<file path="src/hw/rtl/iwsf_pkg.sv">
// shared types and constants of the ir wall sensor front end
package iwsf_pkg;

   localparam int CHANNELS    = 6;
   localparam int SAMPLE_BITS = 12;
   localparam int DIFF_BITS   = 12;
   localparam int ERROR_BITS  = 13;
   localparam int CHAN_BITS   = 3;
   localparam int CMD_BITS    = 2;
   localparam int CSR_IDX_BITS = 3;

   typedef logic [SAMPLE_BITS-1:0] sample_type;
   typedef logic [DIFF_BITS-1:0]   value_type;
   typedef logic [CHAN_BITS-1:0]   chan_type;
   typedef logic [CMD_BITS-1:0]    cmd_type;
   typedef logic [CSR_IDX_BITS-1:0] csr_index_type;
   typedef logic signed [ERROR_BITS-1:0] error_type;

   // channel positions
   localparam chan_type CH_RS = 3'd0;
   localparam chan_type CH_LS = 3'd1;
   localparam chan_type CH_RF = 3'd2;
   localparam chan_type CH_LF = 3'd3;
   localparam chan_type CH_RA = 3'd4;
   localparam chan_type CH_LA = 3'd5;

   // commands
   localparam cmd_type CMD_MEASURE   = 2'd0;
   localparam cmd_type CMD_CALIBRATE = 2'd1;
   localparam cmd_type CMD_RESTORE   = 2'd2;

   // register indexes
   localparam csr_index_type REG_NOISE_FLOOR   = 3'd0;
   localparam csr_index_type REG_FRONT_DEFAULT = 3'd1;
   localparam csr_index_type REG_SIDE_DEFAULT  = 3'd2;
   localparam csr_index_type REG_DIAG_DEFAULT  = 3'd3;
   localparam csr_index_type REG_CLOSE_DEFAULT = 3'd4;

   // register reset values
   localparam value_type NOISE_FLOOR_RST   = 12'd20;
   localparam value_type FRONT_DEFAULT_RST = 12'd100;
   localparam value_type SIDE_DEFAULT_RST  = 12'd100;
   localparam value_type DIAG_DEFAULT_RST  = 12'd100;
   localparam value_type CLOSE_DEFAULT_RST = 12'd200;

   // calibration floors
   localparam value_type THRESH_MIN = 12'd60;
   localparam value_type CLOSE_MIN  = 12'd80;

   // divide by five through a reciprocal, exact for operands below 2**14
   localparam int OPERAND_BITS = 14;
   localparam int PRODUCT_BITS = 2 * OPERAND_BITS;
   localparam int RECIP_SHIFT  = 16;
   localparam logic [OPERAND_BITS-1:0] FIFTH_RECIP = 14'd13108;

   typedef logic [OPERAND_BITS-1:0] operand_type;

endpackage

</file>
<file path="src/hw/rtl/iwsf_if.sv">
// channel interfaces: request, response and register write
interface iwsf_req_if;
   logic                 valid;
   logic                 ready;
   iwsf_pkg::cmd_type    command;
   iwsf_pkg::chan_type   channel;
   iwsf_pkg::sample_type ambient_sample;
   iwsf_pkg::sample_type lit_sample;

   modport source (output valid, command, channel, ambient_sample, lit_sample,
                   input ready);
   modport sink   (input valid, command, channel, ambient_sample, lit_sample,
                   output ready);
endinterface

interface iwsf_rsp_if;
   logic                valid;
   logic                ready;
   iwsf_pkg::value_type channel_difference;
   logic                front_wall;
   logic                left_wall;
   logic                right_wall;
   logic                front_close;
   iwsf_pkg::error_type front_balance;
   iwsf_pkg::error_type side_balance;

   modport source (output valid, channel_difference, front_wall, left_wall, right_wall,
                   front_close, front_balance, side_balance,
                   input ready);
   modport sink   (input valid, channel_difference, front_wall, left_wall, right_wall,
                   front_close, front_balance, side_balance,
                   output ready);
endinterface

interface iwsf_csr_if;
   logic                      valid;
   logic                      ready;
   iwsf_pkg::csr_index_type   index;
   iwsf_pkg::value_type       data;

   modport source (output valid, index, data, input ready);
   modport sink   (input valid, index, data, output ready);
endinterface

</file>
<file path="src/hw/rtl/iwsf_fifth_unit.sv">
// shared scaling unit: registered divide by five through a reciprocal multiply
module iwsf_fifth_unit (
   input  logic                  clock,
   input  iwsf_pkg::operand_type operand,
   output iwsf_pkg::value_type   quotient
);

   logic [iwsf_pkg::PRODUCT_BITS-1:0] product_ff;
   logic [iwsf_pkg::PRODUCT_BITS-1:0] product_in;

   // widen both factors to the product width
   assign product_in = {{iwsf_pkg::OPERAND_BITS{1'b0}}, operand}
                     * {{iwsf_pkg::OPERAND_BITS{1'b0}}, iwsf_pkg::FIFTH_RECIP};

   always_ff @(posedge clock) begin
      product_ff <= product_in;
   end

   assign quotient = product_ff[iwsf_pkg::RECIP_SHIFT +: iwsf_pkg::DIFF_BITS];

endmodule

</file>
<file path="src/hw/rtl/ir_wall_sensor_frontend_unit.sv">
// top level of the six-channel ir wall sensor front end
//
//  port     dir  handshake     payload
//  req_ch   in   valid/ready   command, channel, ambient_sample, lit_sample
//  rsp_ch   out  valid/ready   channel_difference, wall flags, front/side balance
//  csr_ch   in   valid/ready   index, data (always ready)
//
// measure, restore and unused commands go from accept through the reply state to the
// response register; calibrate first walks six channels and the close threshold through the
// one shared divide-by-five multiplier, one operand per cycle, and then a drain step.
// reset is synchronous; it clears the difference and threshold stores to zero and the registers to their defaults.
// a new request is taken while an earlier response still waits; a stalled
// response holds the block in its reply state until the output register frees.
module ir_wall_sensor_frontend_unit (
   input logic        clock,
   input logic        reset,
   iwsf_req_if.sink   req_ch,
   iwsf_rsp_if.source rsp_ch,
   iwsf_csr_if.sink   csr_ch
);

   localparam logic [1:0] ST_IDLE  = 2'd0;
   localparam logic [1:0] ST_CAL   = 2'd1;
   localparam logic [1:0] ST_REPLY = 2'd2;

   localparam logic [2:0] STEP_CLOSE = 3'd6;
   localparam logic [2:0] STEP_LAST  = 3'd7;

   logic [1:0] state_ff, state_in;
   logic [2:0] step_ff, step_in;
   iwsf_pkg::chan_type channel_ff, channel_in;

   iwsf_pkg::value_type noise_floor_ff, front_default_ff, side_default_ff;
   iwsf_pkg::value_type diag_default_ff, close_default_ff;

   iwsf_pkg::value_type diff_ff [iwsf_pkg::CHANNELS];
   iwsf_pkg::value_type thresh_ff [iwsf_pkg::CHANNELS];
   iwsf_pkg::value_type close_thresh_ff;

   logic                rsp_valid_ff;
   iwsf_pkg::value_type rsp_diff_ff;
   logic                rsp_front_ff, rsp_left_ff, rsp_right_ff, rsp_close_ff;
   iwsf_pkg::error_type rsp_front_err_ff, rsp_side_err_ff;

   logic                req_fire;
   logic                rsp_free;
   logic                reply_load;
   iwsf_pkg::chan_type  rd_addr;
   iwsf_pkg::value_type rd_data;
   iwsf_pkg::value_type meas_diff;
   iwsf_pkg::operand_type operand;
   iwsf_pkg::value_type quotient;
   iwsf_pkg::value_type scaled;
   iwsf_pkg::chan_type  wr_step;
   logic [iwsf_pkg::DIFF_BITS:0] front_sum;

   assign req_fire   = req_ch.valid && req_ch.ready;
   assign rsp_free   = !rsp_valid_ff || rsp_ch.ready;
   assign reply_load = (state_ff == ST_REPLY) && rsp_free;
   assign req_ch.ready = (state_ff == ST_IDLE);
   assign csr_ch.ready = 1'b1;

   // register writes
   always_ff @(posedge clock) begin
      if (reset) begin
         noise_floor_ff   <= iwsf_pkg::NOISE_FLOOR_RST;
         front_default_ff <= iwsf_pkg::FRONT_DEFAULT_RST;
         side_default_ff  <= iwsf_pkg::SIDE_DEFAULT_RST;
         diag_default_ff  <= iwsf_pkg::DIAG_DEFAULT_RST;
         close_default_ff <= iwsf_pkg::CLOSE_DEFAULT_RST;
      end else if (csr_ch.valid) begin
         unique case (csr_ch.index)
            iwsf_pkg::REG_NOISE_FLOOR:   noise_floor_ff   <= csr_ch.data;
            iwsf_pkg::REG_FRONT_DEFAULT: front_default_ff <= csr_ch.data;
            iwsf_pkg::REG_SIDE_DEFAULT:  side_default_ff  <= csr_ch.data;
            iwsf_pkg::REG_DIAG_DEFAULT:  diag_default_ff  <= csr_ch.data;
            iwsf_pkg::REG_CLOSE_DEFAULT: close_default_ff <= csr_ch.data;
            default: ;
         endcase
      end
   end

   // measured difference, zero when not positive or under the noise floor
   always_comb begin
      meas_diff = '0;
      if (req_ch.lit_sample > req_ch.ambient_sample) begin
         meas_diff = req_ch.lit_sample - req_ch.ambient_sample;
         if (meas_diff < noise_floor_ff) begin
            meas_diff = '0;
         end
      end
   end

   // indexed read port of the difference store
   assign rd_addr = (state_ff == ST_CAL) ? step_ff : channel_ff;
   always_comb begin
      if (rd_addr < iwsf_pkg::CHAN_BITS'(iwsf_pkg::CHANNELS)) begin
         rd_data = diff_ff[rd_addr];
      end else begin
         rd_data = '0;
      end
   end

   // operand feed of the shared unit: twice a difference, or four times the front average
   assign front_sum = {1'b0, diff_ff[iwsf_pkg::CH_RF]} + {1'b0, diff_ff[iwsf_pkg::CH_LF]};
   always_comb begin
      if (step_ff == STEP_CLOSE) begin
         operand = {front_sum[iwsf_pkg::DIFF_BITS:1], 2'b00};
      end else begin
         operand = {1'b0, rd_data, 1'b0};
      end
   end

   iwsf_fifth_unit u_fifth (
      .clock    (clock),
      .operand  (operand),
      .quotient (quotient)
   );

   // result of the previous step is written back this cycle
   assign wr_step = step_ff - 3'd1;
   always_comb begin
      if (wr_step == STEP_CLOSE) begin
         scaled = (quotient < iwsf_pkg::CLOSE_MIN) ? iwsf_pkg::CLOSE_MIN : quotient;
      end else begin
         scaled = (quotient < iwsf_pkg::THRESH_MIN) ? iwsf_pkg::THRESH_MIN : quotient;
      end
   end

   // difference and threshold stores
   always_ff @(posedge clock) begin
      if (reset) begin
         for (int i = 0; i < iwsf_pkg::CHANNELS; i++) begin
            diff_ff[i]   <= '0;
            thresh_ff[i] <= '0;
         end
         close_thresh_ff <= '0;
      end else if (req_fire) begin
         if (req_ch.command == iwsf_pkg::CMD_MEASURE &&
             req_ch.channel < iwsf_pkg::CHAN_BITS'(iwsf_pkg::CHANNELS)) begin
            diff_ff[req_ch.channel] <= meas_diff;
         end else if (req_ch.command == iwsf_pkg::CMD_RESTORE) begin
            thresh_ff[iwsf_pkg::CH_RF] <= front_default_ff;
            thresh_ff[iwsf_pkg::CH_LF] <= front_default_ff;
            thresh_ff[iwsf_pkg::CH_RS] <= side_default_ff;
            thresh_ff[iwsf_pkg::CH_LS] <= side_default_ff;
            thresh_ff[iwsf_pkg::CH_RA] <= diag_default_ff;
            thresh_ff[iwsf_pkg::CH_LA] <= diag_default_ff;
            close_thresh_ff            <= close_default_ff;
         end
      end else if (state_ff == ST_CAL && step_ff != 3'd0) begin
         if (wr_step == STEP_CLOSE) begin
            close_thresh_ff <= scaled;
         end else begin
            thresh_ff[wr_step] <= scaled;
         end
      end
   end

   // sequencer
   always_comb begin
      state_in   = state_ff;
      step_in    = step_ff;
      channel_in = channel_ff;
      unique case (state_ff)
         ST_IDLE: begin
            if (req_fire) begin
               channel_in = req_ch.channel;
               step_in    = 3'd0;
               state_in   = (req_ch.command == iwsf_pkg::CMD_CALIBRATE) ? ST_CAL : ST_REPLY;
            end
         end
         ST_CAL: begin
            step_in = step_ff + 3'd1;
            if (step_ff == STEP_LAST) begin
               state_in = ST_REPLY;
            end
         end
         ST_REPLY: begin
            if (rsp_free) begin
               state_in = ST_IDLE;
            end
         end
         default: state_in = ST_IDLE;
      endcase
   end

   always_ff @(posedge clock) begin
      if (reset) begin
         state_ff   <= ST_IDLE;
         step_ff    <= '0;
         channel_ff <= '0;
      end else begin
         state_ff   <= state_in;
         step_ff    <= step_in;
         channel_ff <= channel_in;
      end
   end

   // response valid
   always_ff @(posedge clock) begin
      if (reset) begin
         rsp_valid_ff <= 1'b0;
      end else if (reply_load) begin
         rsp_valid_ff <= 1'b1;
      end else if (rsp_ch.ready) begin
         rsp_valid_ff <= 1'b0;
      end
   end

   // response payload
   always_ff @(posedge clock) begin
      if (reply_load) begin
         rsp_diff_ff  <= rd_data;
         rsp_front_ff <= (diff_ff[iwsf_pkg::CH_RF] > thresh_ff[iwsf_pkg::CH_RF]) ||
                         (diff_ff[iwsf_pkg::CH_LF] > thresh_ff[iwsf_pkg::CH_LF]);
         rsp_left_ff  <= diff_ff[iwsf_pkg::CH_LS] > thresh_ff[iwsf_pkg::CH_LS];
         rsp_right_ff <= diff_ff[iwsf_pkg::CH_RS] > thresh_ff[iwsf_pkg::CH_RS];
         rsp_close_ff <= (diff_ff[iwsf_pkg::CH_RF] > close_thresh_ff) &&
                         (diff_ff[iwsf_pkg::CH_LF] > close_thresh_ff);
         rsp_front_err_ff <= $signed({1'b0, diff_ff[iwsf_pkg::CH_LF]})
                           - $signed({1'b0, diff_ff[iwsf_pkg::CH_RF]});
         rsp_side_err_ff  <= $signed({1'b0, diff_ff[iwsf_pkg::CH_LS]})
                           - $signed({1'b0, diff_ff[iwsf_pkg::CH_RS]});
      end
   end

   assign rsp_ch.valid              = rsp_valid_ff;
   assign rsp_ch.channel_difference = rsp_diff_ff;
   assign rsp_ch.front_wall         = rsp_front_ff;
   assign rsp_ch.left_wall          = rsp_left_ff;
   assign rsp_ch.right_wall         = rsp_right_ff;
   assign rsp_ch.front_close        = rsp_close_ff;
   assign rsp_ch.front_balance      = rsp_front_err_ff;
   assign rsp_ch.side_balance       = rsp_side_err_ff;

endmodule
</file>
<file path="src/flat_wrapper.sv">
// flat-port wrapper written by rule: the top's interface ports become plain ports
module ir_wall_sensor_frontend_unit_flat 
  (clock, reset, req_ch_valid, req_ch_command, req_ch_channel, req_ch_ambient_sample, req_ch_lit_sample, req_ch_ready, rsp_ch_valid, rsp_ch_channel_difference, rsp_ch_front_wall, rsp_ch_left_wall, rsp_ch_right_wall, rsp_ch_front_close, rsp_ch_front_balance, rsp_ch_side_balance, rsp_ch_ready, csr_ch_valid, csr_ch_index, csr_ch_data, csr_ch_ready);
  iwsf_req_if req_ch_i ();
  iwsf_rsp_if rsp_ch_i ();
  iwsf_csr_if csr_ch_i ();
  input logic clock;
  input logic reset;
  input wire logic [$bits(req_ch_i.valid)-1:0] req_ch_valid;
  input wire logic [$bits(req_ch_i.command)-1:0] req_ch_command;
  input wire logic [$bits(req_ch_i.channel)-1:0] req_ch_channel;
  input wire logic [$bits(req_ch_i.ambient_sample)-1:0] req_ch_ambient_sample;
  input wire logic [$bits(req_ch_i.lit_sample)-1:0] req_ch_lit_sample;
  output wire logic [$bits(req_ch_i.ready)-1:0] req_ch_ready;
  output wire logic [$bits(rsp_ch_i.valid)-1:0] rsp_ch_valid;
  output wire logic [$bits(rsp_ch_i.channel_difference)-1:0] rsp_ch_channel_difference;
  output wire logic [$bits(rsp_ch_i.front_wall)-1:0] rsp_ch_front_wall;
  output wire logic [$bits(rsp_ch_i.left_wall)-1:0] rsp_ch_left_wall;
  output wire logic [$bits(rsp_ch_i.right_wall)-1:0] rsp_ch_right_wall;
  output wire logic [$bits(rsp_ch_i.front_close)-1:0] rsp_ch_front_close;
  output wire logic [$bits(rsp_ch_i.front_balance)-1:0] rsp_ch_front_balance;
  output wire logic [$bits(rsp_ch_i.side_balance)-1:0] rsp_ch_side_balance;
  input wire logic [$bits(rsp_ch_i.ready)-1:0] rsp_ch_ready;
  input wire logic [$bits(csr_ch_i.valid)-1:0] csr_ch_valid;
  input wire logic [$bits(csr_ch_i.index)-1:0] csr_ch_index;
  input wire logic [$bits(csr_ch_i.data)-1:0] csr_ch_data;
  output wire logic [$bits(csr_ch_i.ready)-1:0] csr_ch_ready;
  assign req_ch_i.valid = req_ch_valid;
  assign req_ch_i.command = req_ch_command;
  assign req_ch_i.channel = req_ch_channel;
  assign req_ch_i.ambient_sample = req_ch_ambient_sample;
  assign req_ch_i.lit_sample = req_ch_lit_sample;
  assign req_ch_ready = req_ch_i.ready;
  assign rsp_ch_valid = rsp_ch_i.valid;
  assign rsp_ch_channel_difference = rsp_ch_i.channel_difference;
  assign rsp_ch_front_wall = rsp_ch_i.front_wall;
  assign rsp_ch_left_wall = rsp_ch_i.left_wall;
  assign rsp_ch_right_wall = rsp_ch_i.right_wall;
  assign rsp_ch_front_close = rsp_ch_i.front_close;
  assign rsp_ch_front_balance = rsp_ch_i.front_balance;
  assign rsp_ch_side_balance = rsp_ch_i.side_balance;
  assign rsp_ch_i.ready = rsp_ch_ready;
  assign csr_ch_i.valid = csr_ch_valid;
  assign csr_ch_i.index = csr_ch_index;
  assign csr_ch_i.data = csr_ch_data;
  assign csr_ch_ready = csr_ch_i.ready;
  ir_wall_sensor_frontend_unit u_core (.clock(clock), .reset(reset), .req_ch(req_ch_i), .rsp_ch(rsp_ch_i), .csr_ch(csr_ch_i));
endmodule
</file>
<file path="config.mk">
export PLATFORM = sky130hd
export DESIGN_NAME = ir_wall_sensor_frontend_unit_flat
export DESIGN_NICKNAME = d
export VERILOG_FILES = /design/src/hw/rtl/iwsf_pkg.sv /design/src/hw/rtl/iwsf_if.sv /design/src/hw/rtl/iwsf_fifth_unit.sv /design/src/hw/rtl/ir_wall_sensor_frontend_unit.sv /design/src/flat_wrapper.sv
export SDC_FILE = /design/constraint.sdc
export NUM_CORES = 1
export LEC_CHECK = 0
export BUFFER_PORTS_ARGS = -buffer_cell sky130_fd_sc_hd__buf_4
export CORE_MARGIN = 5
export CORE_UTILIZATION = 45
export CTS_CLUSTER_SIZE = 14
export DETAILED_ROUTE_END_ITERATION = 10
export HOLD_SLACK_MARGIN = 0.06
export PLACE_DENSITY_LB_ADDON = 0.2
export REMOVE_ABC_BUFFERS = 1
export SETUP_SLACK_MARGIN = 0.15
export SLEW_MARGIN = 5
export SYNTH_ARGS = -nofsm -noshare
export SYNTH_HDL_FRONTEND = slang
export SYNTH_SLANG_ARGS = --single-unit
export TNS_END_PERCENT = 20
</file>
<file path="constraint.sdc">
create_clock -name clock -period 7.6 [get_ports clock]
set_clock_uncertainty 0.1 [all_clocks]
set_input_delay 1.52 -clock clock [delete_from_list [all_inputs] [get_ports clock]]
set_output_delay 1.52 -clock clock [all_outputs]
set_load 0.005 [all_outputs]
</file>
# == Yosys cells after proc, flatten, opt, wreduce, memory -nomap -nowiden ==
# Memory sizes are Yosys's and may differ from the RTL's.
# Index checks and enable logic that the tools add are counted.
# word_totals
regBits,149
latch_bits,0
mem_bits_rw,144
mem_bits_ro,0
word_cells,138
memories,2
# mem_list
memory,depth,width,read_ports,rd_clocked_by_memory_dff,write_ports,line_no,text
u_core.diff_ff,6,12,5,0,6,ir_wall_sensor_frontend_unit.sv:36,iwsf_pkg::value_type diff_ff [iwsf_pkg::CHANNELS];
u_core.thresh_ff,6,12,4,0,6,ir_wall_sensor_frontend_unit.sv:37,iwsf_pkg::value_type thresh_ff [iwsf_pkg::CHANNELS];
# op_classes
n_addsub,6
multipliers,1
div_mod_pow,0
n_lt_le_gt_ge,12
eq_ne,16
shifts,0
n_mux,50
bitwise,6
n_reduce_logical,27
# op_table
op,count
two-way mux 12 bit,19
greater-than comparator 12 bit,7
multiplier 14 x 12 -> 26 bit (second input constant),1
subtractor 12 x 12 -> 13 bit,2
OR reduction 12 bit,2
two-way mux 1 bit,20
two-way mux 14 bit,1
AND reduction 2 bit,7
adder 12 x 12 -> 13 bit,1
equality test 3 bit (second input constant),4
< comparator 12 bit,1
< comparator 12 x 6 -> 1 bit (second input constant),1
< comparator 12 x 7 -> 1 bit (second input constant),1
two-way mux 3 bit,4
subtractor 12 bit,1
two-way mux 2 bit,4
!= test 2 bit (second input constant),4
nonzero test 2 bit,4
equality test 3 x 2 -> 1 bit (second input constant),2
< comparator 3 bit (second input constant),2
bitwise OR 1 bit,6
one-hot mux 2 bit (3 select lines),1
one-hot mux 3 bit (2 select lines),1
logical AND 1 bit,5
13 further kinds,17

# == Logic depth before layout (Yosys ltp) ==
# logic_depth
depth_word,9
depth_mapped,27
ltp_nobuf,26

# == Hierarchy ==
# A second synthesis with hierarchy kept.
# unflattened
hier_cells,1714
hier_area_um2,16991.3
# modules_own_cells
module,instances,cells_per_inst,area_each_um2,seq_area_each_um2
ir_wall_sensor_frontend_unit,1,1398,13741.9,6246.0
iwsf_fifth_unit,1,316,3249.4,240.2

# == Least setup slack after synthesis ==
# OpenSTA, ideal clock, no wires.
# synth_timing
path_kind,register -> register
startpoint,register u_core.state_ff[0]
endpoint,register u_core.u_fifth.product_ff[27] in the netlist's numbering
setup_ns,0.062
arrival_ns,6.383
required_ns,7.438
slack_ns,1.055
path_stages_with_launch,26
path_buffers,3
synth_period_minus_slack_ns,6.545
path_cell_list,dfxtp_1 -> buf_6 -> nor2b_1 -> clkbuf_1 -> mux2i_2 -> buf_4 -> mux4_2 -> nand2_1 -> o21ai_0 -> nor2_1 -> a21oi_1 -> ha_1 -> fa_1 -> fa_1 -> fa_1 -> inv_1 -> fa_1 -> inv_1 -> ha_1 -> nand3_1 -> nor2_1 -> a21oi_1 -> a31o_2 -> o211ai_1 -> a2111o_1 -> nand3_1
# synth_between
elab_chain_cells,6
# synth_rtl
item,line_no,text
from (decl),ir_wall_sensor_frontend_unit.sv:29,"logic [1:0] state_ff, state_in;"
from (signal assigned),ir_wall_sensor_frontend_unit.sv:194,state_ff <= state_in;
equality test 2 x 1 -> 1 bit (*),ir_wall_sensor_frontend_unit.sv:95,assign rd_addr = (state_ff == ST_CAL) ? step_ff : channel_ff;
two-way mux 3 bit (*),ir_wall_sensor_frontend_unit.sv:95,
memory (6 x 12 bit) / < comparator 3 bit (equally long branches),--,
two-way mux 12 bit (*),ir_wall_sensor_frontend_unit.sv:97,if (rd_addr < iwsf_pkg::CHAN_BITS'(iwsf_pkg::CHANNELS)) begin
named net u_core.rd_data[6],ir_wall_sensor_frontend_unit.sv:49,iwsf_pkg::value_type rd_data;
two-way mux 14 bit (*),ir_wall_sensor_frontend_unit.sv:107,if (step_ff == STEP_CLOSE) begin
multiplier 14 x 12 -> 26 bit (*),iwsf_fifth_unit.sv:13,"* {{iwsf_pkg::OPERAND_BITS{1'b0}}, iwsf_pkg::FIFTH_RECIP};"
"named net u_core.u_fifth.product_in, one bit",iwsf_fifth_unit.sv:9,logic [iwsf_pkg::PRODUCT_BITS-1:0] product_in;
to (signal assigned),iwsf_fifth_unit.sv:16,product_ff <= product_in;
to (decl),iwsf_fifth_unit.sv:8,logic [iwsf_pkg::PRODUCT_BITS-1:0] product_ff;
# The timed path passes the listed nets; every way through them passes the cells marked *.
# A chain may end at the register's enable or synchronous reset.

# == Worst setup path after layout ==
# Ends and elaborated chain as after synthesis.

==> flow_metrics.py <==
metrics = {
    "sta": {
        "worstMarginPinSlew_ns": 1.216,
        "setup_ws_ns": 0.4721,
        "setup_violations": 0,
        "min_period_ns": 7.128,
        "timing.final.crit_share_pct": 93.79,
        "hold_viol": 0,
        "relSlewSlack_pct": 18.78,
        "fmax_mhz": 140.3,
        "rsz0062_at_grt": "false",
        "fin_setup_tns_ns": 0,
        "finalMaxSlewViolations": 0,
    },
    "layout": {
        "final_common_cell": "ha_1",
        "fill_cells": 3306,
        "area_delta_synth_final_pct": 13.45,
        "regArea_um2": 6486,
        "num-nets-final": 2106,
        "multi_input_area_um2": 8949,
        "antenna_cells": 0,
        "drive_above_1_share_pct": 10.80,
        "layout.cells.most_common_list": "ha_1 (228), inv_1 (224), nand2_1 (174), edfxtp_1 (162), nor2_1 (140)",
    },
    "cts": {
        "worstSkewPairLatency_ns": 0.57,
        "hold_buffers": 0,
        "cts-root-buf": "clkbuf_16",
        "cts.path.max_buffers": 3,
        "cts_tree": "built",
        "cts_max_level": 1,
        "clkTransAtPathRegs_ns": 0.06,
        "cts_inserted_buffers": 27,
        "cts_sinks": 243,
    },
    "synthesis": {
        "ys_seq_elements": 243,
        "synth_edf_count": 162,
        "synth_ff_type": "edfxtp_1",
        "avgSynthCellArea_um2": 9.755,
        "synth-async-reset-ratio_pct": 0,
        "synth_cell_types": 69,
        "yosysWarnings": 0,
        "netlist_area_um2": 16470,
        "syn_inst": 1688,
        "ys_seq_area_share_pct": 39.39,
    },
    "drt": {
        "wl_um": 45410,
        "vias": 12590,
        "post_drt_wl_per_cell_um": 19.98,
        "routed_via_density": 5.541,
        "drc": 0,
        "ant_nets": 0,
        "firstDrtPassIters": 6,
        "drt_iter0_drc": 952,
    },
    "global_routing": {
        "grt_antenna_before_repair": 1,
        "grt_max_degree": 63,
        "grt_pass1_vias": 12450,
        "grt_usage_pct": 22.03,
        "grt_pass1_wl_um": 70810,
        "overflow": 0,
    },
    "flow_run": {
        "max-cap-violations": 0,
    },
    "floorplanning": {
        "die_area_um2": 40520,
        "initial_utilization_pct": 45.30,
        "io_pins": 94,
        "dieWidth_um": 201.3,
        "num_rows": 70,
        "die_y_um": 201.3,
        "core_area_um2": 36350,
    },
    "status": {
        "status": "complete, no violations",
    },
    "setup_path": {
        "worstPathArrival_ns": 7.52,
        "path_max_fanout": 9,
        "endpoint_kind": "flip-flop",
        "path_buf_inv": 3,
        "cp.required_ns": 8.00,
        "cp_slowest_stage_delay_ns": 0.55,
        "cpLargestDelayFamily": "adder cells",
        "startpoint_type": "flip-flop",
        "critPathSlowestCell": "fa_1",
        "worstPathCellList": "nor2b_1 -> mux2i_4 -> buf_4 -> mux4_2 -> nand2_1 -> o21ai_0 -> mux2_2 -> ha_1 -> ha_1 -> xor2_1 -> fa_1 -> fa_1 -> inv_1 -> fa_1 -> inv_1 -> ha_1 -> o21ai_0 -> nand2b_1 -> a21oi_1 -> a31o_2 -> o211ai_1 -> a2111o_1 -> nand3_1",
        "worstSetupPathType": "reg2reg",
    },
    "min_path": {
        "hp-class": "reg2reg",
    },
    "power": {
        "irDropWorstVdd_v": 0.0002012,
        "power.leakage_uw": 0.008416,
        "power-per-cell-area_nw_per_um2": 268.6,
    },
    "placed_design": {
        "place.gp.congestion": 0.9010,
        "place_ws_ns": 0.2290,
        "dp_hpwl_um": 35500,
        "port_buffers": 92,
    },
}
## per-layer routing
layer	up-vias	wire length, µm	GRT usage (%)
li1	6059	-	-
met1	5988	20160	31.14
met2	465	20700	35.26
met3	82	3282	3.513
met4	0	1260	6.470
met5	-	0	0
## where the power goes
part	internal [µW]	switching [µW]	leakage [µW]
sequential	1530	91.0	0.00228
combinational	792	1240	0.00568
clock	821	553	0.000455
## state kept, by name (all words and copies together) (netlist names)
name	cells
u_core.channel_ff	3
u_core.close_default_ff	12
u_core.close_thresh_ff	12
u_core.diff_ff	72
u_core.front_default_ff	12
u_core.noise_floor_ff	12
u_core.rsp_ch.channel_difference	12
u_core.rsp_ch.front_balance	13
u_core.rsp_ch.front_close	1
u_core.rsp_ch.front_wall	1
u_core.rsp_ch.left_wall	1
u_core.rsp_ch.right_wall	1
u_core.rsp_ch.side_balance	13
u_core.rsp_ch.valid	1
u_core.side_default_ff	12
u_core.state_ff	2
u_core.step_ff	3
u_core.thresh_ff	48
u_core.u_fifth.product_ff	12
## worst register-to-register path: cells and delay by family (launching register included)
kind | cells | cell delay, ns
muxes | 3 | 1.38
AOI/OAI and AO/OA | 6 | 1.34
xor gates and xnor gates | 1 | 0.18
buffers and inverters | 3 | 0.28
DFF | 1 | 0.44
and+or+nand+nor | 4 | 0.72
adders and majority gates | 6 | 2.63
## final cells by class
type,count,area share [%]
clock inverter,16,1.031
inverter,224,4.501
clock buffer,34,3.925
tap,468,3.135
timing repair buffer,119,4.782
multi-input combinational,1169,47.90
sequential,243,34.72
## per-stage QoR
stage                     utilization [%]  instances  total power (µW)  hold WS, ns  instance area, µm²
after global placement              48.71       2219              3595       0.3438               17700
final                               51.39       2273              5018       0.3590               18680
after CTS                           51.25       2269              5047       0.3589               18630
after detailed placement            48.71       2219              3642       0.3501               17700
after global routing                51.39       2273              5386       0.3774               18680
after floorplan                         -       1636              2978       0.3276               16240
## final timing paths
kind	from	endpoint	slack [ns]	cells after the start
setup / recovery	u_core.state_ff[0]	u_core.u_fifth.product_ff[27]	0.47	23
hold / removal	u_core.front_default_ff[1]	u_core.front_default_ff[1]	0.36	2
setup reg to reg	u_core.state_ff[0]	u_core.u_fifth.product_ff[27]	0.47	23
hold reg to reg	u_core.front_default_ff[1]	u_core.front_default_ff[1]	0.36	2
## cells by family (layout without fill, tap and decap cells)
group | after synthesis | count (layout) | synth area share, %
adders and majority gates | 273 | 273 | 22.80
DFF | 243 | 243 | 39.39
muxes | 32 | 32 | 2.827
other | 1 | 1 | 0.02277
buffers and inverters | 276 | 393 | 6.505
xor gates and xnor gates | 42 | 42 | 2.234
AOI/OAI and AO/OA | 332 | 332 | 12.53
and+or+nand+nor | 489 | 489 | 13.69
## synthesized netlist by cell type, drive strengths merged, types with 9 or more instances
master	instances	area, µm²
ha	228	2853
inv	224	840.8
nand2	174	653.1
edfxtp	162	4865
nor2	141	529.3
a21oi	117	585.6
o21ai	84	420.4
dfxtp	81	1622
clkbuf	45	168.9
fa	45	900.9
a21o	35	262.8
nor3	35	175.2
xnor2	30	262.8
nand2b	22	137.6
nand4	21	131.4
nor2b	21	131.4
a22o	20	175.2
nand3	20	100.1
mux2i	18	183.9
xor2	12	105.1
mux4	11	247.7
nand3b	11	82.58
a31oi	9	56.30
and3	9	56.30
or3	9	71.32
## timing repair
action                     in CTS  in global routing
setup endpoints to repair       0                  9
setup buffers                   0                  4
resized for setup               0                  4
Power figures use the tool's default switching activity.
